===== config.mk =====
export PLATFORM = sky130hd
export DESIGN_NAME = cfa_cell
export DESIGN_NICKNAME = d
export VERILOG_FILES = /design/src/hdl/cfa_pkg.sv /design/src/hdl/cfa_cell.sv
export SDC_FILE = /design/constraint.sdc
export NUM_CORES = 1
export LEC_CHECK = 0
export ABC_CLOCK_PERIOD_IN_PS = 6500
export BUFFER_PORTS_ARGS = -buffer_cell sky130_fd_sc_hd__buf_2
export CORE_ASPECT_RATIO = 1.4
export CORE_MARGIN = 2
export CORE_UTILIZATION = 42
export DETAILED_ROUTE_END_ITERATION = 10
export RECOVER_POWER = 25
export SYNTH_ARGS = -nofsm -noshare
export SYNTH_HDL_FRONTEND = slang
export SYNTH_SLANG_ARGS = --single-unit

===== constraint.sdc =====
create_clock -name clk -period 6.5 [get_ports clk]
set_clock_uncertainty 0.1 [all_clocks]
set_input_delay 0.325 -clock clk [delete_from_list [all_inputs] [get_ports clk]]
set_output_delay 0.325 -clock clk [all_outputs]
set_load 0.005 [all_outputs]

===== src/hdl/cfa_pkg.sv =====
// Shared types, constants and helper functions of the GF(2^255-19) arithmetic unit.
package cfa_pkg;

	localparam int NUM_LIMBS = 16;
	localparam int LIMB_W = 16;
	localparam int IDX_W = 4;
	localparam int OPND_W = 17;
	localparam int ACC_W = 34;
	localparam int NB_W = 24;
	localparam int LOAD_W = 18;
	localparam int CARRY_W = 7;
	localparam int FOLD_256 = 38;
	localparam int FOLD_255 = 19;
	localparam int EXP_TOP_BIT = 253;
	localparam int EXP_ZERO_BIT_LO = 2;
	localparam int EXP_ZERO_BIT_HI = 4;
	localparam logic [LIMB_W-1:0] PRIME_LOW = 16'hffed;
	localparam logic [LIMB_W-1:0] PRIME_MID = 16'hffff;
	localparam logic [LIMB_W-1:0] PRIME_TOP = 16'h7fff;
	localparam logic [IDX_W-1:0] TOP_LIMB = IDX_W'(NUM_LIMBS - 1);

	typedef enum logic [2:0] {
		CMD_LOAD_A = 3'd0,
		CMD_LOAD_B = 3'd1,
		CMD_MUL    = 3'd2,
		CMD_SQR    = 3'd3,
		CMD_ADD    = 3'd4,
		CMD_SUB    = 3'd5,
		CMD_INV    = 3'd6
	} cmd_t;

	typedef enum logic [2:0] {
		CM_HOLD,
		CM_LOAD,
		CM_MAC,
		CM_CARRY,
		CM_ROT
	} cell_mode_t;

	typedef struct packed {
		cell_mode_t          mode;
		logic [OPND_W-1:0]   y;
	} cell_ctrl_t;

	typedef enum logic [1:0] {
		FM_IDLE,
		FM_FOLD,
		FM_TEST,
		FM_EMIT
	} fin_mode_t;

	typedef struct packed {
		fin_mode_t          mode;
		logic [IDX_W-1:0]   pos;
		logic               plus19;
	} fin_ctrl_t;

	function automatic logic [LIMB_W-1:0] prime_limb(input logic [IDX_W-1:0] idx);
		logic [LIMB_W-1:0] r;
		r = PRIME_MID;
		if (idx == '0)
			r = PRIME_LOW;
		else if (idx == TOP_LIMB)
			r = PRIME_TOP;
		return r;
	endfunction

	function automatic logic [NB_W-1:0] times38(input logic [LOAD_W-1:0] v);
		return NB_W'(v) * NB_W'(FOLD_256);
	endfunction

endpackage


===== src/hdl/cfa_cell.sv =====
// One limb cell: multiplicand, multiplier shift tap and wide accumulator limb.
module cfa_cell (
	input  logic                            clk,
	input  cfa_pkg::cell_ctrl_t             ctrl,
	input  logic [cfa_pkg::OPND_W-1:0]      x_in,
	input  logic [cfa_pkg::OPND_W-1:0]      y_in,
	input  logic [cfa_pkg::OPND_W-1:0]      yr_prev,
	input  logic [cfa_pkg::NB_W-1:0]        nb,
	input  logic [cfa_pkg::LOAD_W-1:0]      w_in,
	output logic [cfa_pkg::ACC_W-1:0]       w,
	output logic [cfa_pkg::OPND_W-1:0]      yr
);

	logic [cfa_pkg::OPND_W-1:0] x_q;
	logic [cfa_pkg::OPND_W-1:0] yr_q;
	logic [cfa_pkg::ACC_W-1:0]  w_q;
	logic [cfa_pkg::ACC_W-1:0]  prod;

	assign prod = {17'b0, x_q} * {17'b0, ctrl.y};
	assign w = w_q;
	assign yr = yr_q;

	always_ff @(posedge clk) begin
		case (ctrl.mode)
			cfa_pkg::CM_LOAD: begin
				x_q  <= x_in;
				yr_q <= y_in;
				w_q  <= {16'b0, w_in};
			end
			cfa_pkg::CM_MAC: begin
				w_q  <= prod + {10'b0, nb};
				yr_q <= yr_prev;
			end
			// keep own low half, take the carry from the limb below
			cfa_pkg::CM_CARRY: w_q <= {18'b0, w_q[15:0]} + {10'b0, nb};
			cfa_pkg::CM_ROT:   w_q <= {16'b0, w_in};
			default: ;
		endcase
	end

endmodule


==> metrics.md <==
| Metric | Value |
|---|---|
| Worst path cell trace | `and2_1 -> fa_1 -> inv_1 -> fa_1 -> inv_1 -> fa_1 -> fa_1 -> fa_1 -> inv_1 -> fa_1 -> inv_1 -> ha_1 -> a21oi_2 -> o21ai_0 -> a41o_1 -> a21oi_2 -> o31ai_2 -> a211oi_1 -> nor3_1` |
| RSZ-0062 raised after global routing | `false` |
| Complex-gate fraction of the synthesized area | `8.68%` |
| Clock tree buffer depth | `2` |
| Slew @ Worst Pin | `~1.5 ns` |
| Top delay family on crit path | `adder cells` |
| CP bufs+invs | `4` |
| Post-synth ARST share | `0%` |
| Clk slew on worst S/H paths | `0.06 ns` |
| Core area | `0.0332 sq mm` |
| # hold bufs at CTS | `0` |
| Initial Util | `42.6%` |
| Post-Synth XOR/XNOR Area | `about 2.7%` |
| Combinational family with the most area after synthesis | `adder cells` |
| Synth unique cells | `68` |
| Final setup viols | `0` |
| Clock period minus final worst setup slack | `6.31 ns` |
| HP Class | `in -> reg` |
| Row count | `79` |
| Vias | `roughly 11,000` |
| Port bufs | `164` |
| Vias in the first global route | `approximately 12,000` |
| Multi-input gate area | `0.0106 sq mm` |
| Wire per inst | `17.5 microns` |
| Max-slew violation count | `0` |
| Post-synth EDFFs | `68` |
| Post-Syn Area | `0.0142 sq mm` |
| Max-slew headroom | `2.20%` |
| Height of the chip | `between 200 and 250 microns` |
| Largest net degree at the start of global routing | `35` |
| Share of cells above drive strength 1 | `between 10% and 20%` |
| Synth Flop Type | `edfxtp_1` |
| Setup CP Type | `reg -> reg` |
| Post-synthesis adder-cell area fraction | `46.2%` |
| Final wirelength | `~38,000 microns` |
| Simple logic cell fraction of the synthesized area | `15.4%` |
| ANT nets after route | `0` |
| Mean area per synthesized cell | `9.20 sq um` |
| Nets | `~2,200` |
| Mapped Cells | `1,540` |
| Crit-path max cell delay | `0.64 ns` |
| Placer Congestion | `0.901` |
| Final Cycle Share | `97.0%` |
| CTS tree | `yes` |
| Initial antenna violation count | `0` |
| DIE WIDTH | `159 microns` |
| FF+latch area | `between 0.002 and 0.0025 sq mm` |
| Worst skew pair latency | `about 0.37 ns` |
| H-tree depth | `3` |
| Layout fillers | `3,287` |
| N_diodes | `0` |
| I/O pin count | `165` |
| Commonest non-fill, non-tap cells in the layout | `inv_1 (340), fa_1 (249), nand2_1 (215)` |
| Sum of negative setup slack | `0 ns` |
| Root buf cell | `clkbuf_16` |
| Outcome | `finished clean` |
| Critical path peak fanout | `13` |
| 1st-iter DRT viols | `463` |
| Detail Placement HPWL | `around 32,000 microns` |
| Critical path arrival | `6.28 ns` |
| All-Layer GR Usage | `22.4%` |
| YS warnings | `0` |
| Crit-path most repeated cell | `fa_1` |
| Post-synthesis mux area share | `1.57%` |
| TritonRoute pass-1 iters | `8` |
| Register area share after synthesis | `14.4%` |
| CP startpoint kind | `register` |
| Commonest non-fill, non-tap cell in the layout | `inv_1` |
| CTS Buf Count | `9` |
| Post-synthesis net count | `roughly 2,000` |
| Via density | `just over 5` |
| DR DRC count | `0` |
| Layout area overhead | `12.4%` |
| Post-synthesis sequential element count | `68` |
| Crit-path slowest cell | `edfxtp_1` |
| CTS Sinks | `68` |
| Max_cap viols | `0` |
| Global-route wire length before repair | `62,600 microns` |
| Hold Violations, Final | `0` |
| CP Capture Type | `register` |
| Critical Path RT | `6.48 ns` |
| Grt total ovfl | `0` |
| Die area | `0.0352 sq mm` |
| FMAX | `159 MHz` |
[routing by layer]
metal  vias up  track usage [%]  wire [microns]
met2       273             39.9           19100
met3        71             3.34            1380
li1       5088                -               -
met1      5450             27.6           15800
met5         -                0               0
met4         0             7.83            1220
[cell usage after synthesis (7+ instances only)]
| cell | count | area (sq um) |
|---|---|---|
| clkbuf_1 | 43 | 161 |
| a21oi_1 | 54 | 270 |
| nand3_1 | 11 | 55.1 |
| nand2_1 | 215 | 807 |
| xnor2_1 | 30 | 263 |
| xor2_1 | 13 | 114 |
| o21ai_0 | 36 | 180 |
| inv_1 | 340 | 1280 |
| and2_1 | 132 | 826 |
| buf_2 | 7 | 35.0 |
| o22ai_1 | 7 | 43.8 |
| nor2_1 | 32 | 120 |
| o21ai_1 | 8 | 40.0 |
| mux2_2 | 18 | 203 |
| a21o_1 | 16 | 120 |
| nand4_1 | 12 | 75.1 |
| nand2b_1 | 8 | 50.1 |
| edfxtp_1 | 68 | 2040 |
| nor3_1 | 10 | 50.1 |
| a22oi_1 | 10 | 75.1 |
| ha_1 | 124 | 1550 |
| fa_1 | 249 | 4980 |
[repair_timing]
action / 4_1_cts / 5_1_grt
resized for setup: 0 / 2
hold endpoints to repair: 0 / 0
setup endpoints to repair: 0 / 9
buffers inserted: 0 / 16
[registers in the layout, indices dropped and copies added, names as in the netlist]
register / flops
w: 34
x_q: 17
yr: 17
[cell families (layout without fill, tap and decap cells)]
family,after synthesis,count (layout)
AO/OA/AOI/OAI,188,188
flip-flops,68,68
adder cells (fa/ha/maj),373,373
AND/OR/NAND/NOR,447,447
multiplexers,20,20
XOR/XNOR,43,43
buffers and inverters,401,561
[final timing paths]
kind,start,to,slack (ns),cells after the start
max,x_q[5]$_DFFE_PP_,w[33]$_DFFE_PP_,0.19,19
min reg2reg,w[4]$_DFFE_PP_,w[4]$_DFFE_PP_,0.75,3
min,x_in[14],x_q[14]$_DFFE_PP_,0.03,1
max reg2reg,x_q[5]$_DFFE_PP_,w[33]$_DFFE_PP_,0.19,19
[area by class of cell]
type / count / share of cell area, %
Sequential cell: 68 / 12.8
Clock buffer: 11 / 1.46
Clock inverter: 5 / 0.535
Inverter: 340 / 8.02
Timing Repair Buffer: 205 / 7.28
Tap cell: 445 / 3.50
Multi-Input combinational cell: 1071 / 66.4
[stage by stage]
step / instances / hold WS, ns / util (%) / setup slack, ns / instance area [sq um]
finish: 2145 / 0.0288 / 47.9 / 0.195 / 15900
global route: 2145 / 0.0211 / 47.9 / 0.0227 / 15900
CTS: 2129 / 0.0149 / 47.4 / 0.0226 / 15800
detailed placement: 2113 / 0.403 / 46.5 / 0.0598 / 15400
global placement: 2113 / 0.402 / 46.5 / 0.123 / 15400
floorplan: 1540 / 0.324 / - / 0.682 / 14200
Power is left out: the tool's default activity adds up to more than one toggle a clock period on the data nets, which glitch-free logic cannot reach.
