[src/hdl/cfa_pkg.sv]
// Shared types, constants and helper functions of the GF(2^255-19) arithmetic unit.
package cfa_pkg;

	localparam int NUM_LIMBS = 16;
	localparam int LIMB_W = 16;
	localparam int IDX_W = 4;
	localparam int OPND_W = 17;
	localparam int ACC_W = 34;
	localparam int NB_W = 24;
	localparam int LOAD_W = 18;
	localparam int CARRY_W = 7;
	localparam int FOLD_256 = 38;
	localparam int FOLD_255 = 19;
	localparam int EXP_TOP_BIT = 253;
	localparam int EXP_ZERO_BIT_LO = 2;
	localparam int EXP_ZERO_BIT_HI = 4;
	localparam logic [LIMB_W-1:0] PRIME_LOW = 16'hffed;
	localparam logic [LIMB_W-1:0] PRIME_MID = 16'hffff;
	localparam logic [LIMB_W-1:0] PRIME_TOP = 16'h7fff;
	localparam logic [IDX_W-1:0] TOP_LIMB = IDX_W'(NUM_LIMBS - 1);

	typedef enum logic [2:0] {
		CMD_LOAD_A = 3'd0,
		CMD_LOAD_B = 3'd1,
		CMD_MUL    = 3'd2,
		CMD_SQR    = 3'd3,
		CMD_ADD    = 3'd4,
		CMD_SUB    = 3'd5,
		CMD_INV    = 3'd6
	} cmd_t;

	typedef enum logic [2:0] {
		CM_HOLD,
		CM_LOAD,
		CM_MAC,
		CM_CARRY,
		CM_ROT
	} cell_mode_t;

	typedef struct packed {
		cell_mode_t          mode;
		logic [OPND_W-1:0]   y;
	} cell_ctrl_t;

	typedef enum logic [1:0] {
		FM_IDLE,
		FM_FOLD,
		FM_TEST,
		FM_EMIT
	} fin_mode_t;

	typedef struct packed {
		fin_mode_t          mode;
		logic [IDX_W-1:0]   pos;
		logic               plus19;
	} fin_ctrl_t;

	function automatic logic [LIMB_W-1:0] prime_limb(input logic [IDX_W-1:0] idx);
		logic [LIMB_W-1:0] r;
		r = PRIME_MID;
		if (idx == '0)
			r = PRIME_LOW;
		else if (idx == TOP_LIMB)
			r = PRIME_TOP;
		return r;
	endfunction

	function automatic logic [NB_W-1:0] times38(input logic [LOAD_W-1:0] v);
		return NB_W'(v) * NB_W'(FOLD_256);
	endfunction

endpackage

[src/hdl/cfa_final.sv]
// Serial carry, fold and final compare unit at the low end of the cell chain.
module cfa_final (
	input  logic                          clk,
	input  logic                          arst_n,
	input  cfa_pkg::fin_ctrl_t            ctrl,
	input  logic [cfa_pkg::OPND_W-1:0]    w0,
	output logic [cfa_pkg::LIMB_W-1:0]    rot,
	output logic [cfa_pkg::LIMB_W-1:0]    limb
);

	logic [cfa_pkg::CARRY_W-1:0] carry_q;
	logic [17:0]                 v;
	logic [16:0]                 d;
	logic [cfa_pkg::CARRY_W-1:0] hi19;
	logic                        top;

	assign v = {1'b0, w0} + {11'b0, carry_q};
	assign d = {1'b0, w0[15:0]} - {10'b0, carry_q};
	assign hi19 = {4'b0, v[17:15]} * cfa_pkg::CARRY_W'(cfa_pkg::FOLD_255);
	assign top = (ctrl.pos == cfa_pkg::TOP_LIMB);
	assign rot = top ? {1'b0, v[14:0]} : v[15:0];
	assign limb = d[15:0];

	always_ff @(posedge clk or negedge arst_n) begin
		if (!arst_n) begin
			carry_q <= '0;
		end else begin
			case (ctrl.mode)
				cfa_pkg::FM_IDLE: carry_q <= '0;
				cfa_pkg::FM_FOLD: begin
					// weight 2^255 re-enters limb 0 times 19
					if (top)
						carry_q <= hi19 + (ctrl.plus19 ?
							cfa_pkg::CARRY_W'(cfa_pkg::FOLD_255) : '0);
					else
						carry_q <= {5'b0, v[17:16]};
				end
				cfa_pkg::FM_TEST: begin
					// bit 255 of t+19 set means t >= p; else subtract the 19 again
					if (top)
						carry_q <= v[15] ? '0 : cfa_pkg::CARRY_W'(cfa_pkg::FOLD_255);
					else
						carry_q <= {5'b0, v[17:16]};
				end
				cfa_pkg::FM_EMIT: carry_q <= {6'b0, d[16]};
				default: ;
			endcase
		end
	end

endmodule

[config.mk]
export PLATFORM = sky130hd
export DESIGN_NAME = cfa_final
export DESIGN_NICKNAME = d
export VERILOG_FILES = /design/src/hdl/cfa_pkg.sv /design/src/hdl/cfa_final.sv
export SDC_FILE = /design/constraint.sdc
export NUM_CORES = 1
export LEC_CHECK = 0
export ABC_CLOCK_PERIOD_IN_PS = 4200
export CAP_MARGIN = 20
export CELL_PAD_IN_SITES_DETAIL_PLACEMENT = 1
export CELL_PAD_IN_SITES_GLOBAL_PLACEMENT = 2
export CORE_MARGIN = 3
export CORE_UTILIZATION = 36
export DETAILED_ROUTE_END_ITERATION = 10
export DONT_BUFFER_PORTS = 1
export HOLD_SLACK_MARGIN = 0.06
export PLACE_DENSITY_LB_ADDON = 0.1
export SLEW_MARGIN = 20
export SYNTH_ARGS = -nofsm -noshare
export SYNTH_HDL_FRONTEND = slang
export SYNTH_SLANG_ARGS = --single-unit
[constraint.sdc]
create_clock -name clk -period 4.2 [get_ports clk]
set_input_delay 1.05 -clock clk [delete_from_list [all_inputs] [get_ports clk]]
set_output_delay 1.05 -clock clk [all_outputs]
set_load 0.01 [all_outputs]
==> results of run 1 <==
[final cells by class]
cell class	instances	area [sq um]	area share
multi-input combinational	167	1371	0.7371
sequential	7	175.2	0.09415
timing repair buffer	18	135.1	0.07263
inverter	19	71.32	0.03833
tap	50	62.56	0.03362
clock buffer	4	45.04	0.02421
[cells in the final DEF, fill, tap and decap left out, drive strengths merged, types with 5 or more instances in the layout]
master	instances
xor2	11
nand4	5
buf	18
ha	24
a21oi	12
nor2b	8
nor2	19
inv	19
dfrtp	7
xnor2	20
nand2	13
[per-stage QoR]
stage / util / TNS (ns) / hold WS [ns] / instance area [sq um]
floorplan: - / 0 / 0.7544 / 1659
global placement: 0.4327 / -0.06858 / 0.7548 / 1805
detailed placement: 0.4327 / -0.1957 / 0.7548 / 1805
CTS: 0.4435 / 0 / 0.5132 / 1851
global route: 0.4459 / 0 / 0.5096 / 1861
finish: 0.4459 / 0 / 0.5193 / 1861
[power by group through the flow]
stage / Combinational (mW) / Clock, mW / Sequential, mW
after floorplan: 0.109 / 0 / 0.0712
after global placement: 0.133 / 0 / 0.0715
after detailed placement: 0.139 / 0 / 0.0716
after CTS: 0.140 / 0.0960 / 0.0707
after global routing: 0.155 / 0.0987 / 0.0709
final: 0.138 / 0.0930 / 0.0706
[worst reg2reg max path: stages (launching register included)]
cell	delay (ns)
dfrtp_1	0.38
inv_1	0.06
ha_1	0.28
or3b_4	0.44
a2111oi_4	0.19
a311o_2	0.17
and3_4	0.20
xnor2_4	0.15
inv_2	0.09
ha_4	0.28
ha_4	0.19
ha_1	0.27
a21o_1	0.17
a21oi_2	0.17
o21ai_1	0.12
and3_1	0.20
nor3_1	0.18
[metal layers]
metal,track usage,vias to the layer above
li1,-,716
met1,0.2058,684
met2,0.3128,43
met3,0.02066,5
met4,0.04918,0
met5,0,-
[final timing paths]
kind | to | slack (ns) | cells after the start
setup / recovery | carry_q[6]$_DFF_PN0_ | 0.18 | 16
hold / removal | carry_q[3]$_DFF_PN0_ | 0.52 | 0
setup reg to reg | carry_q[6]$_DFF_PN0_ | 0.59 | 16
hold reg to reg | carry_q[4]$_DFF_PN0_ | 1.25 | 7
max in group asynchronous | carry_q[5]$_DFF_PN0_ | 3.61 | 0
min in group clk | carry_q[1]$_DFF_PN0_ | 0.97 | 1
[kinds of logic (layout without fill, tap and decap cells)]
family | after synthesis | count (layout)
xor gates and xnor gates | 31 | 31
buffers and inverters | 28 | 41
and+or+nand+nor | 72 | 72
DFF | 7 | 7
AOI/OAI and AO/OA | 37 | 37
adders and majority gates | 27 | 27
==> results.cfg, run 1 <==
[synthesis]
yosys.area.top_type = ha_1
synthAdderAreaFrac = 0.2226
synth_compound_area_frac = 0.1793
yosysTopAreaCellShare = 0.1855
async_reset_ff_frac = 1.000
synth_xor_area_frac = 0.1793
synthTopCellsByArea = ha_1, dfrtp_1, xnor2_1
synth_seq_cells = 7
synth_cell_type_count = 46
synthTopCellsByCount = ha_1, inv_1, nor2_1, xnor2_1, nand2_1
synth_cells = 202
synth.most_common_cell = ha_1
yosys.area_share.simple = 0.2403
synthMuxAreaShare = 0
synth_warnings = 0
synth_edf_count = 0
synth_nets = 255
synth-main-ff-cell = dfrtp_1
synth-seq-area-share = 0.1082
syn_area_sq_um = 1619
synth_top_family_by_area = simple AND/OR/NAND/NOR gates
syn-mean-instance-area_sq_um = 8.015

[sta]
max_freq_mhz = 248.5
tightest_slew_ns = 0.3526
setup_slack_ns = 0.1764
worst_clock_skew_ns = 0.0007262
slew_violations = 0
period_minus_slack_ns = 4.024
max_slew_margin = 0.7624
finalSetupViolCount = 0
post-route-period-util = 0.9580
hold_violations = 0
rsz0062_at_grt = false

[pwr]
power.switching_mw = 0.1072
p_int_mw = 0.1943
p_leak_nw = 0.8236
ir_drop_uv = 78.75
finalPower_mw = 0.3016
power_frac_comb = 0.457
clkPwrFrac = 0.309
switching_share = 0.3555
seqPwrFrac = 0.234
power.density_nw_per_um2 = 162.1

[critical_path]
crit_start = w0[0]
crit_fanout = 5
cp_cell_sequence = ha_1, fa_2, nand2b_4, a2111oi_4, a311o_2, and3_4, xnor2_4, inv_2, ha_4, ha_4, ha_1, a21o_1, a21oi_2, o21ai_1, and3_1, nor3_1
r2r_start = carry_q[5]$_DFF_PN0_
path_buf_inv = 1
cp_slowest_stage_delay_ns = 0.38
crit_family = adder cells
critPathLaunchType = primary input
required_ns = 4.34
slowest_stage = fa_2
critical_path_class = primary input to flop
critPathCaptureType = flop
arrival_ns = 4.16

[die]
start_util = 0.3880
num_rows = 23
dieArea_sq_um = 5338
ioPinCount = 58
core_area_sq_um = 4173
die_w_um = 73.06
die_y_um = 73.06

[global_route]
grt_pass1_wl_mm = 7.210
grt_pass1_vias = 1577
grtUsageTotal = 0.1708
grt-ovfl-total = 0
grt_antenna_before_repair = 0
grt_max_degree = 9

[clocking]
cts_made_buffers = 3
clock_latency_ns = 0.22
cts.sinks = 7
clk_pin_slew_ns = 0.04
htreeDepth = 1
postCtsSetupRepairBufs = 0
cts.repair.resized = 0
root_buffer = clkbuf_8
hold_buffers = 0
cts_tree = done
clk_path_buf_depth = 2

[drt]
via_count = 1448
route.met3.wl_um = 220
route.met2.wl_mm = 2.283
drt_pass1_iterations = 4
drt_wl_total_mm = 4.411
first_iter_violations = 24
wl_met1_mm = 1.853
routed.top_layer = met4
drc = 0
via_per_inst = 5.464
wire_per_inst_um = 16.65
postRouteAntennaNets = 0

[cells_and_area]
area_growth_pct = 14.91
drive_above_1_share = 0.1628
fin_nets = 269
largest_reg_flops = 7
fillers = 518
top_register = carry_q
top_regs = carry_q x7
instances_no_fill = 265
antenna_cells = 0

[placed_design]
port_buffers = 0
place_inst = 261
gp_congestion = 0.8567
preCtsSetupSlack_ns = -0.1350
hpwlAfterDp_mm = 3.962

[hold_path]
hold_class = primary input to async pin

[run]
maxCapViolations = 0

[status]
status = finished, final reports clean
(Power assumes the default switching activity.)
==> run 2: changes to the inputs <==
RECOVER_POWER = 100   (was unset)
==> run 2 against run 1 <==
Net effect: clock skew hardly changed; hold slack hardly changed; total power is 0.52% lower; cell area is 0.94% lower; largest power group unchanged.
==> results.cfg, run 2 (synthesized netlist as in run 1, its figures left out) <==
[pwr]
ir_drop_uv = 78.69
finalPower_mw = 0.3000
p_leak_nw = 0.8050
power.density_nw_per_um2 = 162.8

[cells_and_area]
design_area_sq_um = 1843
regArea_sq_um = 175.2
drive_above_1_share = 0.1442
top_register = carry_q
fin_nets = 269
area_growth_pct = 13.83
instances_no_fill = 265
top_regs = carry_q x7
final_common_cell = ha_1
fillers = 521
layout_common_cells = ha_1, xnor2_1, inv_1, nor2_1, nand2_1
antenna_cells = 0
multi_input_area_sq_um = 1371
largest_reg_flops = 7

[sta]
post-route-period-util = 0.9574
setup_slack_ns = 0.1790
period_minus_slack_ns = 4.021
max_slew_margin = 0.7293
max_freq_mhz = 248.7
hold_violations = 0
finalSetupViolCount = 0
tightest_slew_ns = 0.4025
slew_violations = 0
rsz0062_at_grt = false
worst_clock_skew_ns = 0.0003578

[drt]
drc = 0
route.met2.wl_mm = 2.291
via_per_inst = 5.491
wire_per_inst_um = 16.66
route.met3.wl_um = 213
postRouteAntennaNets = 0
drt_wl_total_mm = 4.414
routed.top_layer = met4
drt_pass1_iterations = 4
first_iter_violations = 27
wl_met1_mm = 1.854
via_count = 1455

[hold_path]
hold_class = primary input to async pin

[critical_path]
critPathLaunchType = primary input
required_ns = 4.34
reg2reg_depth = 16
critical_path_class = primary input to flop
critPathCaptureType = flop
crit_family = adder cells
path_buf_inv = 1
slowest_stage = fa_2
arrival_ns = 4.16
crit_fanout = 5
cp_cell_sequence = ha_1, fa_2, nand2b_4, a2111oi_4, a311o_2, and3_4, xnor2_4, inv_2, ha_4, ha_4, ha_1, a21o_1, a21oi_2, o21ai_1, and3_1, nor3_1
cp_slowest_stage_delay_ns = 0.38
worstSetupPathDepth = 16

[global_route]
grt-ovfl-total = 0
grt_pass1_vias = 1577
grtUsageTotal = 0.1708
grt_max_degree = 9
grt_pass1_wl_mm = 7.210
grt_antenna_before_repair = 0

[clocking]
cts_made_buffers = 3
clk_pin_slew_ns = 0.04
postCtsSetupRepairBufs = 0
root_buffer = clkbuf_8
clock_latency_ns = 0.22
clk_path_buf_depth = 2
cts_tree = done
hold_buffers = 0
cts.sinks = 7
htreeDepth = 1

[die]
die_y_um = 73.06
core_area_sq_um = 4173
num_rows = 23
start_util = 0.3880
ioPinCount = 58
dieArea_sq_um = 5338
die_w_um = 73.06

[placed_design]
hpwlAfterDp_mm = 3.962
port_buffers = 0
placed_area_sq_um = 1805
place_inst = 261
preCtsSetupSlack_ns = -0.1350
gp_congestion = 0.8567

[run]
maxCapViolations = 0

[status]
status = finished, final reports clean
## run 2: layer usage
metal,track usage,up-vias
met5,0,-
li1,-,715
met4,0.04918,0
met1,0.2058,694
met3,0.02066,5
met2,0.3128,41
## run 2: final cells by class
type | instances | share of cell area
Tap cell | 50 | 0.03394
Multi-Input combinational cell | 167 | 0.7441
Timing Repair Buffer | 18 | 0.06382
Inverter | 19 | 0.03870
Sequential cell | 7 | 0.09504
Clock buffer | 4 | 0.02444
## run 2: final timing paths
kind,from,slack (ns),end
setup / recovery,w0[0],0.18,carry_q[6]$_DFF_PN0_
hold / removal,arst_n,0.52,carry_q[3]$_DFF_PN0_
setup reg to reg,carry_q[5]$_DFF_PN0_,0.60,carry_q[6]$_DFF_PN0_
hold reg to reg,carry_q[4]$_DFF_PN0_,1.25,carry_q[4]$_DFF_PN0_
max in group asynchronous,arst_n,3.61,carry_q[5]$_DFF_PN0_
min in group clk,ctrl[6],0.97,carry_q[1]$_DFF_PN0_
## run 2: timing repair
item                       in CTS  in global routing
setup endpoints to repair       0                  5
hold endpoints to repair        0                  0
gates resized for setup         0                  2
## run 2: worst reg2reg max path: stages, from the launching register on
cell,delay [ns]
dfrtp_1,0.38
inv_1,0.06
ha_1,0.28
or3b_4,0.44
a2111oi_4,0.19
a311o_2,0.16
and3_4,0.20
xnor2_4,0.15
inv_2,0.09
ha_4,0.28
ha_4,0.19
ha_1,0.27
a21o_1,0.17
a21oi_2,0.17
o21ai_1,0.12
and3_1,0.20
nor3_1,0.18
## run 2: power by group
group / internal, mW / switching [mW]
Clock: 0.0655 / 0.0273
Sequential: 0.0693 / 0.00135
Combinational: 0.0583 / 0.0782
Total: 0.193 / 0.107
## run 2: stage by stage
step | setup TNS, ns | util | hold WS (ns)
3_3_place_gp | -0.06858 | 0.4327 | 0.7548
6_report | 0 | 0.4417 | 0.5198
4_1_cts | 0 | 0.4435 | 0.5132
5_1_grt | 0 | 0.4417 | 0.5096
2_1_floorplan | 0 | - | 0.7544
3_5_place_dp | -0.1957 | 0.4327 | 0.7548
